$ cat src/sv/hrlc_pkg.sv
package hrlc_pkg;

  localparam logic [2:0] PH_METHOD = 3'd0;
  localparam logic [2:0] PH_GAP    = 3'd1;
  localparam logic [2:0] PH_PATH   = 3'd2;
  localparam logic [2:0] PH_QUERY  = 3'd3;
  localparam logic [2:0] PH_AFTER  = 3'd4;

  localparam logic [1:0] ESC_IDLE  = 2'd0;
  localparam logic [1:0] ESC_PCT   = 2'd1;
  localparam logic [1:0] ESC_DIGIT = 2'd2;

  localparam logic [2:0] MATCH_FAIL = 3'd7;
  localparam logic [2:0] GET_LEN    = 3'd3;
  localparam logic [2:0] INFO_LEN   = 3'd4;
  localparam logic [3:0] PREFIX_LEN = 4'd9;

  localparam logic [2:0] OUT_RUN       = 3'd0;
  localparam logic [2:0] OUT_INFO      = 3'd1;
  localparam logic [2:0] OUT_BAD_QUERY = 3'd2;
  localparam logic [2:0] OUT_BAD_NAME  = 3'd3;
  localparam logic [2:0] OUT_REJECT    = 3'd4;

  localparam logic [2:0] ERR_NONE       = 3'd0;
  localparam logic [2:0] ERR_MALFORMED  = 3'd1;
  localparam logic [2:0] ERR_NOT_GET    = 3'd2;
  localparam logic [2:0] ERR_BAD_NAME   = 3'd3;
  localparam logic [2:0] ERR_QUERY_LONG = 3'd4;

  localparam logic [7:0] CH_NUL   = 8'd0;
  localparam logic [7:0] CH_TAB   = 8'd9;
  localparam logic [7:0] CH_LF    = 8'd10;
  localparam logic [7:0] CH_CR    = 8'd13;
  localparam logic [7:0] CH_SP    = 8'd32;
  localparam logic [7:0] CH_PCT   = 8'h25;
  localparam logic [7:0] CH_SLASH = 8'h2f;
  localparam logic [7:0] CH_QM    = 8'h3f;

  localparam int LEN_W = 10;

  typedef struct packed {
    logic [2:0] phase;
    logic [2:0] method_match;
    logic [1:0] esc;
    logic [7:0] held;
    logic       first_seen;
    logic       first_slash;
    logic       name_ok;
    logic       name_cut;
    logic [2:0] info_match;
    logic       prefix_ok;
    logic       query_ok;
    logic       line_cut;
    logic       after_cr;
  } line_state_t;

  typedef struct packed {
    logic [2:0]       outcome;
    logic [2:0]       error_code;
    logic [LEN_W-1:0] name_length;
    logic [LEN_W-1:0] query_length;
  } verdict_t;

  function automatic line_state_t clear_state();
    line_state_t s;
    s = '0;
    s.phase     = PH_METHOD;
    s.esc       = ESC_IDLE;
    s.name_ok   = 1'b1;
    s.prefix_ok = 1'b1;
    s.query_ok  = 1'b1;
    return s;
  endfunction

  function automatic logic is_sep(input logic [7:0] b);
    return (b == CH_SP) || (b == CH_TAB);
  endfunction

  function automatic logic is_word(input logic [7:0] b);
    return (b >= "0" && b <= "9") || (b >= "a" && b <= "z") ||
           (b >= "A" && b <= "Z") || (b == "_");
  endfunction

  function automatic logic is_hex(input logic [7:0] b);
    return (b >= "0" && b <= "9") || (b >= "a" && b <= "f") ||
           (b >= "A" && b <= "F");
  endfunction

  function automatic logic [3:0] hex_val(input logic [7:0] b);
    logic [7:0] v;
    v = 8'd0;
    if (b >= "0" && b <= "9") v = b - 8'h30;
    else if (b >= "a" && b <= "f") v = b - 8'h57;
    else if (b >= "A" && b <= "F") v = b - 8'h37;
    return v[3:0];
  endfunction

  function automatic logic [7:0] to_lower(input logic [7:0] b);
    return (b >= "A" && b <= "Z") ? b + 8'd32 : b;
  endfunction

  function automatic logic [7:0] get_char(input logic [1:0] i);
    logic [7:0] c;
    case (i)
      2'd0:    c = "g";
      2'd1:    c = "e";
      2'd2:    c = "t";
      default: c = 8'd0;
    endcase
    return c;
  endfunction

  function automatic logic [7:0] info_char(input logic [1:0] i);
    logic [7:0] c;
    case (i)
      2'd0:    c = "i";
      2'd1:    c = "n";
      2'd2:    c = "f";
      default: c = "o";
    endcase
    return c;
  endfunction

  function automatic logic [7:0] prefix_char(input logic [3:0] i);
    logic [7:0] c;
    case (i)
      4'd0:    c = "f";
      4'd1:    c = "i";
      4'd2:    c = "l";
      4'd3:    c = "e";
      4'd4:    c = "n";
      4'd5:    c = "a";
      4'd6:    c = "m";
      4'd7:    c = "e";
      4'd8:    c = "=";
      default: c = 8'd0;
    endcase
    return c;
  endfunction

endpackage

$ cat src/sv/hrlc_parse.sv
module hrlc_parse #(
  parameter int NAME_LIMIT = 1024,
  localparam int CW = $clog2(NAME_LIMIT)
) (
  input  logic                      clk,
  input  logic                      rst,
  input  logic                      step,
  input  logic [7:0]                byte_in,
  output hrlc_pkg::line_state_t     st,
  output logic [CW-1:0]             name_count,
  output logic [CW-1:0]             query_count,
  output logic                      emit
);

  localparam logic [CW-1:0] LEN_CAP = CW'(NAME_LIMIT - 1);

  hrlc_pkg::line_state_t n;
  logic [CW-1:0]         nc;
  logic [CW-1:0]         qc;
  logic [7:0]            dec [3];
  logic [2:0]            dec_v;
  logic                  path_go;
  logic                  flush_go;
  logic [7:0]            lc;

  assign emit = (byte_in == hrlc_pkg::CH_CR) ||
                (byte_in == hrlc_pkg::CH_LF && !st.after_cr);

  always_comb begin
    n        = st;
    nc       = name_count;
    qc       = query_count;
    dec_v    = '0;
    dec[0]   = '0;
    dec[1]   = '0;
    dec[2]   = '0;
    path_go  = 1'b0;
    flush_go = 1'b0;
    lc       = hrlc_pkg::to_lower(byte_in);
    n.after_cr = 1'b0;

    if (byte_in == hrlc_pkg::CH_LF && st.after_cr) begin
      // LF of a CR LF pair
    end else if (byte_in == hrlc_pkg::CH_LF || byte_in == hrlc_pkg::CH_CR) begin
      n          = hrlc_pkg::clear_state();
      n.after_cr = (byte_in == hrlc_pkg::CH_CR);
      nc         = '0;
      qc         = '0;
    end else if (st.line_cut) begin
      // rest of line ignored
    end else if (byte_in == hrlc_pkg::CH_NUL) begin
      n.line_cut = 1'b1;
    end else begin
      case (st.phase)
        hrlc_pkg::PH_METHOD: begin
          if (hrlc_pkg::is_sep(byte_in)) begin
            n.phase = hrlc_pkg::PH_GAP;
          end else if (st.method_match < hrlc_pkg::GET_LEN &&
                       lc == hrlc_pkg::get_char(st.method_match[1:0])) begin
            n.method_match = st.method_match + 3'd1;
          end else begin
            n.method_match = hrlc_pkg::MATCH_FAIL;
          end
        end
        hrlc_pkg::PH_GAP: begin
          if (!hrlc_pkg::is_sep(byte_in)) begin
            if (byte_in == hrlc_pkg::CH_QM) begin
              n.phase = hrlc_pkg::PH_QUERY;
            end else begin
              n.phase = hrlc_pkg::PH_PATH;
              path_go = 1'b1;
            end
          end
        end
        hrlc_pkg::PH_PATH: begin
          if (hrlc_pkg::is_sep(byte_in)) begin
            flush_go = 1'b1;
            n.phase  = hrlc_pkg::PH_AFTER;
          end else if (byte_in == hrlc_pkg::CH_QM) begin
            flush_go = 1'b1;
            n.phase  = hrlc_pkg::PH_QUERY;
          end else begin
            path_go = 1'b1;
          end
        end
        hrlc_pkg::PH_QUERY: begin
          if (hrlc_pkg::is_sep(byte_in)) begin
            n.phase = hrlc_pkg::PH_AFTER;
          end else begin
            if (qc < CW'(hrlc_pkg::PREFIX_LEN)) begin
              if (byte_in != hrlc_pkg::prefix_char(qc[3:0])) n.prefix_ok = 1'b0;
            end else if (!hrlc_pkg::is_word(byte_in)) begin
              n.query_ok = 1'b0;
            end
            if (qc < LEN_CAP) qc = qc + 1'b1;
          end
        end
        default: begin
        end
      endcase
    end

    // percent decoding: up to three decoded bytes per input byte
    if (flush_go) begin
      dec_v[0] = (st.esc != hrlc_pkg::ESC_IDLE);
      dec[0]   = hrlc_pkg::CH_PCT;
      dec_v[1] = (st.esc == hrlc_pkg::ESC_DIGIT);
      dec[1]   = st.held;
      n.esc    = hrlc_pkg::ESC_IDLE;
    end else if (path_go) begin
      case (st.esc)
        hrlc_pkg::ESC_PCT: begin
          if (hrlc_pkg::is_hex(byte_in)) begin
            n.held = byte_in;
            n.esc  = hrlc_pkg::ESC_DIGIT;
          end else begin
            dec_v[0] = 1'b1;
            dec[0]   = hrlc_pkg::CH_PCT;
            if (byte_in == hrlc_pkg::CH_PCT) begin
              n.esc = hrlc_pkg::ESC_PCT;
            end else begin
              n.esc    = hrlc_pkg::ESC_IDLE;
              dec_v[1] = 1'b1;
              dec[1]   = byte_in;
            end
          end
        end
        hrlc_pkg::ESC_DIGIT: begin
          if (hrlc_pkg::is_hex(byte_in)) begin
            dec_v[0] = 1'b1;
            dec[0]   = {hrlc_pkg::hex_val(st.held), hrlc_pkg::hex_val(byte_in)};
            n.esc    = hrlc_pkg::ESC_IDLE;
          end else begin
            dec_v[0] = 1'b1;
            dec[0]   = hrlc_pkg::CH_PCT;
            dec_v[1] = 1'b1;
            dec[1]   = st.held;
            if (byte_in == hrlc_pkg::CH_PCT) begin
              n.esc = hrlc_pkg::ESC_PCT;
            end else begin
              n.esc    = hrlc_pkg::ESC_IDLE;
              dec_v[2] = 1'b1;
              dec[2]   = byte_in;
            end
          end
        end
        default: begin
          if (byte_in == hrlc_pkg::CH_PCT) begin
            n.esc = hrlc_pkg::ESC_PCT;
          end else begin
            dec_v[0] = 1'b1;
            dec[0]   = byte_in;
          end
        end
      endcase
    end

    for (int k = 0; k < 3; k++) begin
      if (dec_v[k]) begin
        if (!n.first_seen) begin
          n.first_seen  = 1'b1;
          n.first_slash = (dec[k] == hrlc_pkg::CH_SLASH);
        end else if (!n.name_cut) begin
          if (dec[k] == hrlc_pkg::CH_NUL) begin
            n.name_cut = 1'b1;
          end else begin
            if (nc < LEN_CAP) nc = nc + 1'b1;
            if (!hrlc_pkg::is_word(dec[k])) n.name_ok = 1'b0;
            if (n.info_match < hrlc_pkg::INFO_LEN &&
                dec[k] == hrlc_pkg::info_char(n.info_match[1:0])) begin
              n.info_match = n.info_match + 3'd1;
            end else begin
              n.info_match = hrlc_pkg::MATCH_FAIL;
            end
          end
        end
      end
    end
  end

  always_ff @(posedge clk) begin
    if (rst) begin
      st          <= hrlc_pkg::clear_state();
      name_count  <= '0;
      query_count <= '0;
    end else if (step) begin
      st          <= n;
      name_count  <= nc;
      query_count <= qc;
    end
  end

endmodule

$ cat config.mk
export PLATFORM = sky130hd
export DESIGN_NAME = hrlc_parse
export DESIGN_NICKNAME = d
export VERILOG_FILES = /design/src/sv/hrlc_pkg.sv /design/src/sv/hrlc_parse.sv
export SDC_FILE = /design/constraint.sdc
export NUM_CORES = 1
export LEC_CHECK = 0
export ABC_AREA = 1
export BUFFER_PORTS_ARGS = -buffer_cell sky130_fd_sc_hd__buf_2
export CORE_MARGIN = 3
export CORE_UTILIZATION = 60
export CTS_CLUSTER_SIZE = 30
export DETAILED_ROUTE_END_ITERATION = 6
export PLACE_DENSITY_LB_ADDON = 0.08
export SKIP_CTS_REPAIR_TIMING = 1
export SYNTH_ARGS = -nofsm -noshare
export SYNTH_HDL_FRONTEND = slang
export SYNTH_SLANG_ARGS = --single-unit
export TNS_END_PERCENT = 5
$ cat constraint.sdc
create_clock -name clk -period 8.8 [get_ports clk]
set_input_delay 1.76 -clock clk [delete_from_list [all_inputs] [get_ports clk]]
set_output_delay 1.76 -clock clk [all_outputs]
set_load 0.005 [all_outputs]
; Word-level counts from Yosys, hierarchy flattened
; Memories as Yosys holds them, arrays and structs flattened. A register that Yosys moved wholly into a read port is not among the register bits.
; Index checks and enable logic that the tools add are counted.
[word_totals]
regBits = 47
latchBits = 0
mem_bits_rw = 0
romBits = 112
in_bits = 11
out_inout_bits = 48
elab_cells = 333
memories = 1
[op_classes]
addsub = 15
multipliers = 0
div = 0
order_cmp = 41
n_eq_ne = 40
shifts = 0
muxes = 156
n_bitwise = 1
n_reduce_logical = 64
[memory_table]
columns = name, depth, word_bits, rd, rd_ports_with_merged_regs, wr, line_no
row1 = (name not given), 16, 7, 1, 1, 0, hrlc_pkg.sv:126  ; case (i)
[ops]
columns = op, count
row1 = $mux W8, 33
row2 = $mux W10, 24
row3 = $le A8 B7 Y1 const B, 12
row4 = $ge A8 B7 Y1 const B, 10
row5 = $mux W3, 17
row6 = $eq A8 B6 Y1 const B, 6
row7 = $add A10 B1 Y10 const B, 4
row8 = $ge A8 B6 Y1 const B, 5
row9 = $le A8 B6 Y1 const B, 5
row10 = $lt A10 B10 Y1 const B, 4
row11 = $mux W1, 37
row12 = $pmux W4 S3, 3
row13 = $eq A8 B7 Y1 const B, 4
row14 = $eq A8 B8 Y1, 4
row15 = $logic_not A8 Y1, 4
row16 = $mux W16, 2
row17 = $mux W4, 8
row18 = $pmux W8 S2, 2
row19 = $mux W5, 6
row20 = $eq A8 B4 Y1 const B, 3
row21 = $mux W24, 1
row22 = $logic_and A1 B1 Y1, 23
row23 = $mux W21, 1
row24 = $mux W7, 3
row25 = 37 further kinds, 96

; Logic depth before layout (Yosys ltp)
; Gate-level depths: netlist (run 1).
[logic_depth]
ltp_word = 56
mapped_depth = 40
mapped_depth_nobuf = 39

; Worst setup path after synthesis (run 1)
; Ideal clock, no wire load.
[synth_path]
path_type = input to register
start = in byte_in[0]
end = reg name_count[1]
arrival_time_ns = 5.940
required_ns = 8.666
slack_ns = 2.726
cell_stages = 35
path_buffers = 3
path_cell_list = buf_2 clkinv_1 ha_1 nand3_1 a21oi_4 nand2_2 buf_6 inv_4 buf_2 nor2_1 ha_1 inv_1 nor3_2 nand3_2 nor2_1 nand2_2 nand3_4 xor2_1 inv_1 ha_1 nand3_1 nor2_4 nand3_4 nand2_2 inv_2 nand2_1 nand2_2 ha_1 nand3_2 nor2_4 nand2_4 nand2_1 nand2_1 nand3_1 a21oi_1
[synth_between]
elab_chain_cells = 27
elab_cells_between_ends = 95
cone_classes = add/sub (6) / order compare (9) / eq/ne (6) / mux (62) / reduce/logical (12)
[synth_lines]
columns = element, line_no
row1 = from (decl), hrlc_parse.sv:8  ; input logic [7:0] byte_in,
row2 = "parallel branches: the longest is 26 deep, another holds $ge A8 B7 Y1", -
row3 = $mux W10 (*), hrlc_parse.sv:159  ; if (dec_v[k]) begin
row4 = to (signal assigned), hrlc_parse.sv:188  ; name_count <= nc;
row5 = to (decl), hrlc_parse.sv:10  ; output logic [CW-1:0] name_count,
; Mark *: on every way between the ends.
; A chain may end at the register's enable or synchronous reset.

; Final worst setup path (run 1)
; Same ends and word-level chain as after synthesis.

==> impl_metrics.tcl, run 1 <==
set metrics [dict create \
    grt_pass1_vias 6254 \
    finalSetupViolCount 0 \
    stdcell_area_um2 6530 \
    syn_nets 1067 \
    hold_class "reg2reg" \
    syn-mean-instance-area_um2 5.94 \
    fin_worst_skew_ns 0.0113 \
    yosys_warnings 0 \
    grt_pass1_wl_um 29300 \
    critPathTopFamily "simple AND/OR/NAND/NOR gates" \
    relSlewSlack 0.458 \
    critical_path_buf_inv_count 5 \
    drcViolationCount 0 \
    synthFlopType "dfxtp_1" \
    clockBufferDepth 2 \
    met2_length_um 7970 \
    cp_num_cells 32 \
    ant_nets 0 \
    synth_edf_count 0 \
    tns_ns 0 \
    rrSetupSlack_ns 3.81 \
    area_delta_synth_final_pct 7.17 \
    r2r_end "name_count[1]$_SDFFE_PP0P_" \
    die_w_um 107 \
    grt_setup_unrepaired "false" \
    worstSetupPathType "in2reg" \
    first_iter_violations 688 \
    setup_slack_ns 2.29 \
    slowest_delay_ns 0.37 \
    place.gp.congestion 0.998 \
    drive_above_1_share 0.160 \
    ys_async_sr_fraction 0 \
    drv_slew 0 \
    place_ws_ns 2.02 \
    fin_nets 1112 \
    dp.cells 1197 \
    clk_latency_ns 0.33 \
    powerDensity_nw_per_um2 110 \
    cp-endpoint "name_count[1]$_SDFFE_PP0P_" \
    tightest_slew_ns 0.813 \
    first_pass_iters 6 \
    dp_hpwl_um 13800 \
    grt_max_degree 29 \
    synth_seq_cells 54 \
    vias 6967 \
    start_kind "input pin" \
    cp.required_ns 8.99 \
    synth_cell_types 54 \
    grt_use_total 0.313 \
    n_antenna_cell 0 \
    fin_crit_sh 0.740 \
    peakVddDrop_v 0.000106 \
    synthCells 1026 \
    vias_per_cell 5.78 \
    start_util 0.620 \
    fin_crit_ns 6.51 \
    die_area_um2 11400 \
    layout_commonest_cell "nand2_1" \
    worstRegToRegCells 27 \
    max_freq_ghz 0.154 \
    crit_path_end_kind "flip-flop" \
    hold_viol_final 0 \
    grt.overflow.total 0 \
    routed_wl_um 17800 \
    cts-htree-levels 2 \
    cp.arrival_ns 6.70 \
    core_area_um2 9820 \
    reg2reg_from "st[20]$_SDFFE_PP0P_" \
    wl_per_cell_um 14.8 \
    cts_buffers 5 \
    ys_seq_area_frac 0.178 \
    fin_util 0.665 \
    layout_common_cells "nand2_1, inv_1, nor2_1" \
    dpl_cell_area_um2 6430 \
    cts_tree "done" \
    num-fill-cells 988 \
    highest_layer "met4" \
    cp_slowest_cell "clkinv_1" \
    antenna_found_initial 0 \
    crit_start "byte_in[0]" \
    outcome "completed" \
    p_leak_nw 3.10 \
    wl_met3_um 1510 \
    finalNonFillerCells 1205 \
    cp_max_fo 13 \
    io_buffers 58 \
    row_count 36 \
    cts_root_buf "clkbuf_8" \
    io_pins 59 \
    clock_sinks 54 \
    cts.clk_slew.worst_paths_ns 0.11 \
    wl_met1_um 7720 \
    maxCapViolCount 0 \
    die_h_um 107 \
    syn_area_um2 6090 \
]
layout make-up:
| class | instances | area, um2 | share of cell area |
|---|---|---|---|
| Timing Repair Buffer | 59 | 298 | 0.0456 |
| Clock inverter | 3 | 26.3 | 0.00403 |
| Clock buffer | 5 | 68.8 | 0.0105 |
| Inverter | 160 | 616 | 0.0943 |
| Tap cell | 133 | 166 | 0.0255 |
| Multi-Input combinational cell | 791 | 4270 | 0.654 |
| Sequential cell | 54 | 1080 | 0.166 |
tightest hold or removal path, delay by kind of cell, from the launching register on:
family	cells	cell delay [ns]
AOI/OAI and AO/OA	1	0.07
and+or+nand+nor	1	0.05
DFF	1	0.33
synth_stat cells, drive strengths merged (10+ instances only):
| master | number | area, um2 |
|---|---|---|
| a21oi | 65 | 352 |
| buf | 11 | 85.1 |
| clkbuf | 10 | 37.5 |
| dfxtp | 54 | 1080 |
| ha | 30 | 375 |
| inv | 155 | 592 |
| nand2 | 294 | 1230 |
| nand3 | 93 | 556 |
| nand4 | 36 | 225 |
| nor2 | 127 | 591 |
| nor3 | 22 | 136 |
| o211ai | 10 | 75.1 |
| o21ai | 54 | 270 |
| xor2 | 11 | 104 |
metal layers:
layer,up-vias,GRT usage
li1,3466,-
met1,3130,0.415
met2,321,0.511
met3,50,0.0470
met4,0,0.128
met5,-,0
stage by stage:
stage                     hold WS [ns]  power (mW)
after floorplan                  0.453       0.506
after global placement           0.466       0.562
after detailed placement         0.466       0.563
after CTS                        0.482       0.719
after global routing             0.520       0.769
final                            0.475       0.721
worst min-delay path by stage:
| stage | startpoint | endpoint | slack, ns | cells past startpoint |
|---|---|---|---|---|
| final | st[3]$_SDFFE_PP1P_ | st[3]$_SDFFE_PP1P_ | 0.48 | 2 |
| after global routing | st[2]$_SDFFE_PP1P_ | st[2]$_SDFFE_PP1P_ | 0.52 | 2 |
| after CTS | st[2]$_SDFFE_PP1P_ | st[2]$_SDFFE_PP1P_ | 0.48 | 2 |
| after detailed placement | st[2]$_SDFFE_PP1P_ | st[2]$_SDFFE_PP1P_ | 0.47 | 2 |
| after global placement | st[2]$_SDFFE_PP1P_ | st[2]$_SDFFE_PP1P_ | 0.47 | 2 |
| after floorplan | st[2]$_SDFFE_PP1P_ | st[2]$_SDFFE_PP1P_ | 0.45 | 2 |
power by group:
group          internal (mW)  switching [mW]  total, mW
Combinational         0.0885           0.201      0.290
Clock                 0.0595          0.0982      0.158
Sequential             0.258          0.0151      0.273
Total                  0.406           0.315      0.721
kinds of logic after synthesis:
| logic type | Yosys count | share of synthesized area |
|---|---|---|
| AO/OA/AOI/OAI | 167 | 0.161 |
| buffers and inverters | 181 | 0.121 |
| XOR/XNOR | 13 | 0.0199 |
| AND/OR/NAND/NOR | 581 | 0.459 |
| adder cells (fa/ha/maj) | 30 | 0.0616 |
| flip-flops | 54 | 0.178 |
Note: power is estimated with default switching activity, not from simulation.
==> inputs of run 2 (changes only) <==
==> constraint.sdc (replaced) <==
create_clock -name clk -period 6.25 [get_ports clk]
set_input_delay 1.25 -clock clk [delete_from_list [all_inputs] [get_ports clk]]
set_output_delay 1.25 -clock clk [all_outputs]
set_load 0.005 [all_outputs]
==> run 2 against run 1 <==
Compared with the run above: die area did not move; flip-flop and latch count did not move; via count fell by 1.2%; first-iteration DRC count fell by 6.4%; setup slack got worse by 1.7 ns; critical path type unchanged; largest cell class unchanged.
==> impl_metrics.tcl, run 2 (synthesis gave the netlist of run 1 again) <==
set metrics [dict create \
    layout_common_cells "nand2_1, inv_1, nor2_1" \
    worstRegToRegCells 29 \
    min-delay-start "st[3]$_SDFFE_PP1P_" \
    cp_max_fo 13 \
    reg2reg_from "st[19]$_SDFFE_PP0P_" \
    io_pins 59 \
    place.gp.congestion 1.03 \
    worstSetupPathType "in2reg" \
    ant_nets 0 \
    outcome "completed" \
    routed_wl_um 18100 \
    die_w_um 107 \
    hold_class "reg2reg" \
    seqPwrFrac 0.373 \
    fin_worst_skew_ns 0.0138 \
    cp.required_ns 6.45 \
    cts_buffers 5 \
    min_to "st[3]$_SDFFE_PP1P_" \
    clk_latency_ns 0.34 \
    drive_above_1_share 0.164 \
    drcViolationCount 0 \
    start_kind "input pin" \
    p_comb_frac 0.410 \
    grt_pass1_wl_um 29900 \
    r2r_end "name_count[1]$_SDFFE_PP0P_" \
    tns_ns 0 \
    dp_hpwl_um 14100 \
    cp_slowest_cell "clkinv_1" \
    cts-htree-levels 2 \
    p_leak_nw 3.12 \
    tightest_slew_ns 0.654 \
    fin_nets 1116 \
    fin_crit_sh 0.909 \
    first_iter_violations 644 \
    n_antenna_cell 0 \
    clock_sinks 54 \
    grt.overflow.total 0 \
    max_freq_ghz 0.176 \
    clockBufferDepth 2 \
    row_count 36 \
    relSlewSlack 0.564 \
    finalPower_mw 1.03 \
    start_util 0.620 \
    holdPathStages 2 \
    drv_slew 0 \
    grt_setup_unrepaired "false" \
    grt_pass1_vias 6283 \
    dp.cells 1201 \
    cp.arrival_ns 5.88 \
    rrSetupSlack_ns 1.67 \
    grt_max_degree 29 \
    p_clk_frac 0.216 \
    wl_per_cell_um 15.0 \
    peakVddDrop_v 0.000116 \
    p_int_uw 584 \
    core_area_um2 9820 \
    die_area_um2 11400 \
    cts.clk_slew.worst_paths_ns 0.12 \
    vias 6882 \
    io_buffers 58 \
    p_switching_uw 447 \
    dpl_cell_area_um2 6460 \
    first_pass_iters 6 \
    cts_root_buf "clkbuf_8" \
    slowest_delay_ns 0.30 \
    vias_per_cell 5.69 \
    stdcell_area_um2 6560 \
    area_delta_synth_final_pct 7.70 \
    maxCapViolCount 0 \
    cts_tree "done" \
    die_h_um 107 \
    powerDensity_nw_per_um2 157 \
    crit_path_end_kind "flip-flop" \
    finalSetupViolCount 0 \
    hold_viol_final 0 \
    fin_hold_ws_ns 0.482 \
    grt_use_total 0.320 \
    finalNonFillerCells 1209 \
    layout_commonest_cell "nand2_1" \
    fin_crit_ns 5.68 \
    antenna_found_initial 0 \
    swShare 0.434 \
]
## run 2: cell types whose count changed in the layout (fill, tap and decap cells not counted), sizes merged
| cell | before | now |
|---|---|---|
| buf | 59 | 63 |
| inv | 158 | 156 |
| clkinv | 5 | 7 |
## run 2: critical path, delay by kind of cell
kind	cells	cell delay [ns]
buffers and inverters	6	0.85
AND/OR/NAND/NOR	20	2.37
adder cells (fa/ha/maj)	4	0.91
AO/OA/AOI/OAI	2	0.22
XOR/XNOR	1	0.25
## run 2: area by class of cell
| type | count | area [um2] |
|---|---|---|
| Clock buffer | 5 | 68.8 |
| Inverter | 160 | 616 |
| Sequential cell | 54 | 1080 |
| Clock inverter | 3 | 28.8 |
| Tap cell | 133 | 166 |
| Timing Repair Buffer | 63 | 328 |
| Multi-Input combinational cell | 791 | 4270 |
| Fill cell | 1007 | 3260 |
## run 2: worst max-delay path by stage
stage	startpoint	endpoint	slack [ns]	cells past startpoint
2_1_floorplan	byte_in[0]	name_count[1]$_SDFFE_PP0P_	0.69	35
3_3_place_gp	byte_in[0]	name_count[1]$_SDFFE_PP0P_	0.49	33
3_5_place_dp	byte_in[0]	name_count[1]$_SDFFE_PP0P_	0.29	32
4_1_cts	byte_in[0]	name_count[1]$_SDFFE_PP0P_	0.63	33
5_1_grt	byte_in[0]	name_count[1]$_SDFFE_PP0P_	0.03	33
6_report	byte_in[0]	name_count[1]$_SDFFE_PP0P_	0.57	33
## run 2: power by group through the flow
stage | combinational (mW) | sequential, mW | clock (mW)
detailed placement | 0.414 | 0.392 | 0
CTS | 0.416 | 0.384 | 0.226
floorplan | 0.323 | 0.390 | 0
global route | 0.473 | 0.388 | 0.234
finish | 0.423 | 0.385 | 0.223
global placement | 0.414 | 0.392 | 0
## run 2: through the flow
stage / setup WS (ns) / utilization
floorplan: 0.686 / -
global placement: 0.494 / 0.658
detailed placement: 0.290 / 0.658
CTS: 0.633 / 0.668
global route: 0.0257 / 0.668
finish: 0.570 / 0.668
## run 2: metal layers
metal,GRT usage,up-vias,wire [um]
met5,0,-,0
met4,0.105,0,527
met3,0.0542,51,1720
met2,0.520,297,7980
met1,0.431,3054,7850
li1,-,3480,-
==> inputs of run 3 (changes only) <==
--- a/config.mk
+++ b/config.mk
@@ -5,14 +5,12 @@
 export SDC_FILE = /design/constraint.sdc
 export NUM_CORES = 1
 export LEC_CHECK = 0
-export ABC_AREA = 1
 export BUFFER_PORTS_ARGS = -buffer_cell sky130_fd_sc_hd__buf_2
 export CORE_MARGIN = 3
 export CORE_UTILIZATION = 60
 export CTS_CLUSTER_SIZE = 30
 export DETAILED_ROUTE_END_ITERATION = 6
 export PLACE_DENSITY_LB_ADDON = 0.08
-export SKIP_CTS_REPAIR_TIMING = 1
 export SYNTH_ARGS = -nofsm -noshare
 export SYNTH_HDL_FRONTEND = slang
 export SYNTH_SLANG_ARGS = --single-unit
==> run 3 against run 2 <==
Compared with the run above: via count rose by 12%; sequential power fell by 6.0%; wire length rose by 27%; sequential share of layout area fell by 1.9 points; largest cell class unchanged; flip-flop and latch count did not move; global-route usage rose by 6.5 points; count of clock-buffer cells in the layout did not move; synthesized cell count fell by 16%; critical path depth fell by 13; largest power group is now registers; fmax fell by 6.4%; area after synthesis rose by 3.2%.
==> impl_metrics.tcl, run 3 <==
set metrics [dict create \
    outcome "completed" \
    drcViolationCount 0 \
    hold_class "reg2reg" \
    max_freq_ghz 0.165 \
    synthCells 865 \
    stdcell_area_um2 7410 \
    tns_ns 0 \
    relSlewSlack 0.359 \
    rrSetupSlack_ns 0.77 \
    crit_top_cell "buf_4" \
    powerDensity_nw_per_um2 108 \
    vias_per_cell 6.98 \
    fin_util 0.741 \
    fin_crit_sh 0.971 \
    grt_use_total 0.385 \
    start_kind "input pin" \
    first_iter_violations 1160 \
    antenna_found_initial 0 \
    area_delta_synth_final_pct 17.8 \
    cts-htree-levels 2 \
    worstSetupPathType "in2reg" \
    core_area_um2 10000 \
    p_switching_uw 281 \
    dpl_cell_area_um2 7250 \
    cp.arrival_ns 6.30 \
    vias 7687 \
    grt_max_degree 37 \
    slowest_delay_ns 0.55 \
    finalPower_uw 797 \
    num-fill-cells 823 \
    swShare 0.353 \
    synth_seq_cells 54 \
    fin_crit_ns 6.07 \
    ys_async_sr_fraction 0 \
    p_leak_nw 2.91 \
    yosys_warnings 0 \
    crit_path_end_kind "flip-flop" \
    ys_seq_area_frac 0.172 \
    grt_setup_unrepaired "true" \
    peakVddDrop_v 0.0000989 \
    finalNonFillerCells 1101 \
    io_pins 59 \
    first_pass_iters 6 \
    maxCapViolCount 0 \
    setup_slack_ns 0.181 \
    clk_latency_ns 0.33 \
    synthFlopType "dfxtp_1" \
    dp.cells 1092 \
    grt.overflow.total 0 \
    cts_root_buf "clkbuf_8" \
    grt_pass1_vias 7179 \
    cts_hold_buf 0 \
    yosys-top-cells-count "nor2_1, nand2_1, dfxtp_1" \
    cts.clk_slew.worst_paths_ns 0.12 \
    synth_top_area_frac 0.172 \
    layout_common_cells "nor2_1, nand2_1, buf_4" \
    n_antenna_cell 0 \
    fin_hold_ws_ns 0.507 \
    fin_nets 1008 \
    io_buffers 58 \
    die_w_um 108 \
    yosysMostFrequentCell "nor2_1" \
    cp_cell_sequence "buf_2 > buf_4 > nor4_2 > and4_1 > o21ai_2 > buf_4 > a2111oi_1 > o21ai_0 > nor3_1 > nand4b_1 > or3_1 > nand2_1 > inv_1 > ha_1 > a211oi_2 > or3_1 > a2111oi_0 > buf_4 > or3b_1 > o21a_1" \
    start_util 0.629 \
    clockBufferDepth 2 \
    cp_slowest_cell "a2111oi_1" \
    cts_tree "done" \
    synth_edf_count 0 \
    p_int_uw 516 \
    critical_path_buf_inv_count 5 \
    p_comb_frac 0.264 \
    syn-mean-instance-area_um2 7.27 \
    row_count 36 \
    ant_nets 0 \
    cts_buffers 5 \
    drive_above_1_share 0.227 \
    die_area_um2 11700 \
    synth_area_leader_cell "dfxtp_1" \
    syn_area_um2 6290 \
    tightest_slew_ns 0.954 \
    cp_max_fo 18 \
    routed_wl_um 23000 \
    fin_worst_skew_ns 0.0227 \
    place.gp.congestion 1.11 \
    wl_per_cell_um 20.9 \
    cp.required_ns 6.49 \
    clock_sinks 54 \
    dp_hpwl_um 17500 \
    die_h_um 108 \
    syn_nets 906 \
    critPathTopFamily "simple AND/OR/NAND/NOR gates" \
    synth_area_leaders "dfxtp_1, ha_1, nor2_1" \
    place_ws_ns -0.105 \
    grt_pass1_wl_um 36300 \
    seqPwrFrac 0.454 \
    finalSetupViolCount 0 \
    synth_cell_types 103 \
    hold_viol_final 0 \
    p_clk_frac 0.282 \
    drv_slew 0 \
]
## run 3: worst paths after layout
path | startpoint | endpoint | cells after the start
hold / removal | st[3]$_SDFFE_PP1P_ | st[3]$_SDFFE_PP1P_ | 2
setup / recovery | byte_in[1] | st[6]$_SDFFE_PP0P_ | 20
hold reg to reg | st[3]$_SDFFE_PP1P_ | st[3]$_SDFFE_PP1P_ | 2
setup reg to reg | st[11]$_SDFFE_PP0P_ | name_count[3]$_SDFFE_PP0P_ | 22
## run 3: kinds of logic after synthesis
group           share of synthesized area
flops                               0.172
mux                                0.0271
simple gates                        0.300
compound gates                      0.334
xor+xnor                           0.0472
buf+inv                            0.0597
fa+ha+maj                          0.0597
## run 3: power by group through the flow
stage | Combinational [mW] | Clock, mW | Sequential (mW)
4_1_cts | 0.201 | 0.224 | 0.361
6_report | 0.210 | 0.225 | 0.362
2_1_floorplan | 0.137 | 0 | 0.366
3_5_place_dp | 0.200 | 0 | 0.369
5_1_grt | 0.226 | 0.239 | 0.363
3_3_place_gp | 0.195 | 0 | 0.368
## run 3: cell type report
cell class              instances  area (um2)  area share
flip-flops and latches         54        1080       0.146
inverters                      41         160      0.0216
clock inverters                 3        28.8     0.00389
well taps                     133         166      0.0225
clock buffers                   5        68.8     0.00929
multi-input cells             726        5000       0.675
repair buffers                139         898       0.121
## run 3: tightest hold or removal path, delay by kind of cell, from the launching register on
kind / cells / cell delay (ns)
AO/OA/AOI/OAI: 1 / 0.08
flip-flops: 1 / 0.34
AND/OR/NAND/NOR: 1 / 0.05
## run 3: what timing repair did
action,in CTS,in global routing
endpoints found under the setup margin,0,11
setup buffers,0,1
resized for setup,0,10
## run 3: per-layer routing
metal	global-route usage	routed length, um	up-vias
met5	0	0	-
met4	0.165	1110	0
met3	0.0645	2450	108
met2	0.639	10400	518
met1	0.492	9010	3553
li1	-	-	3508
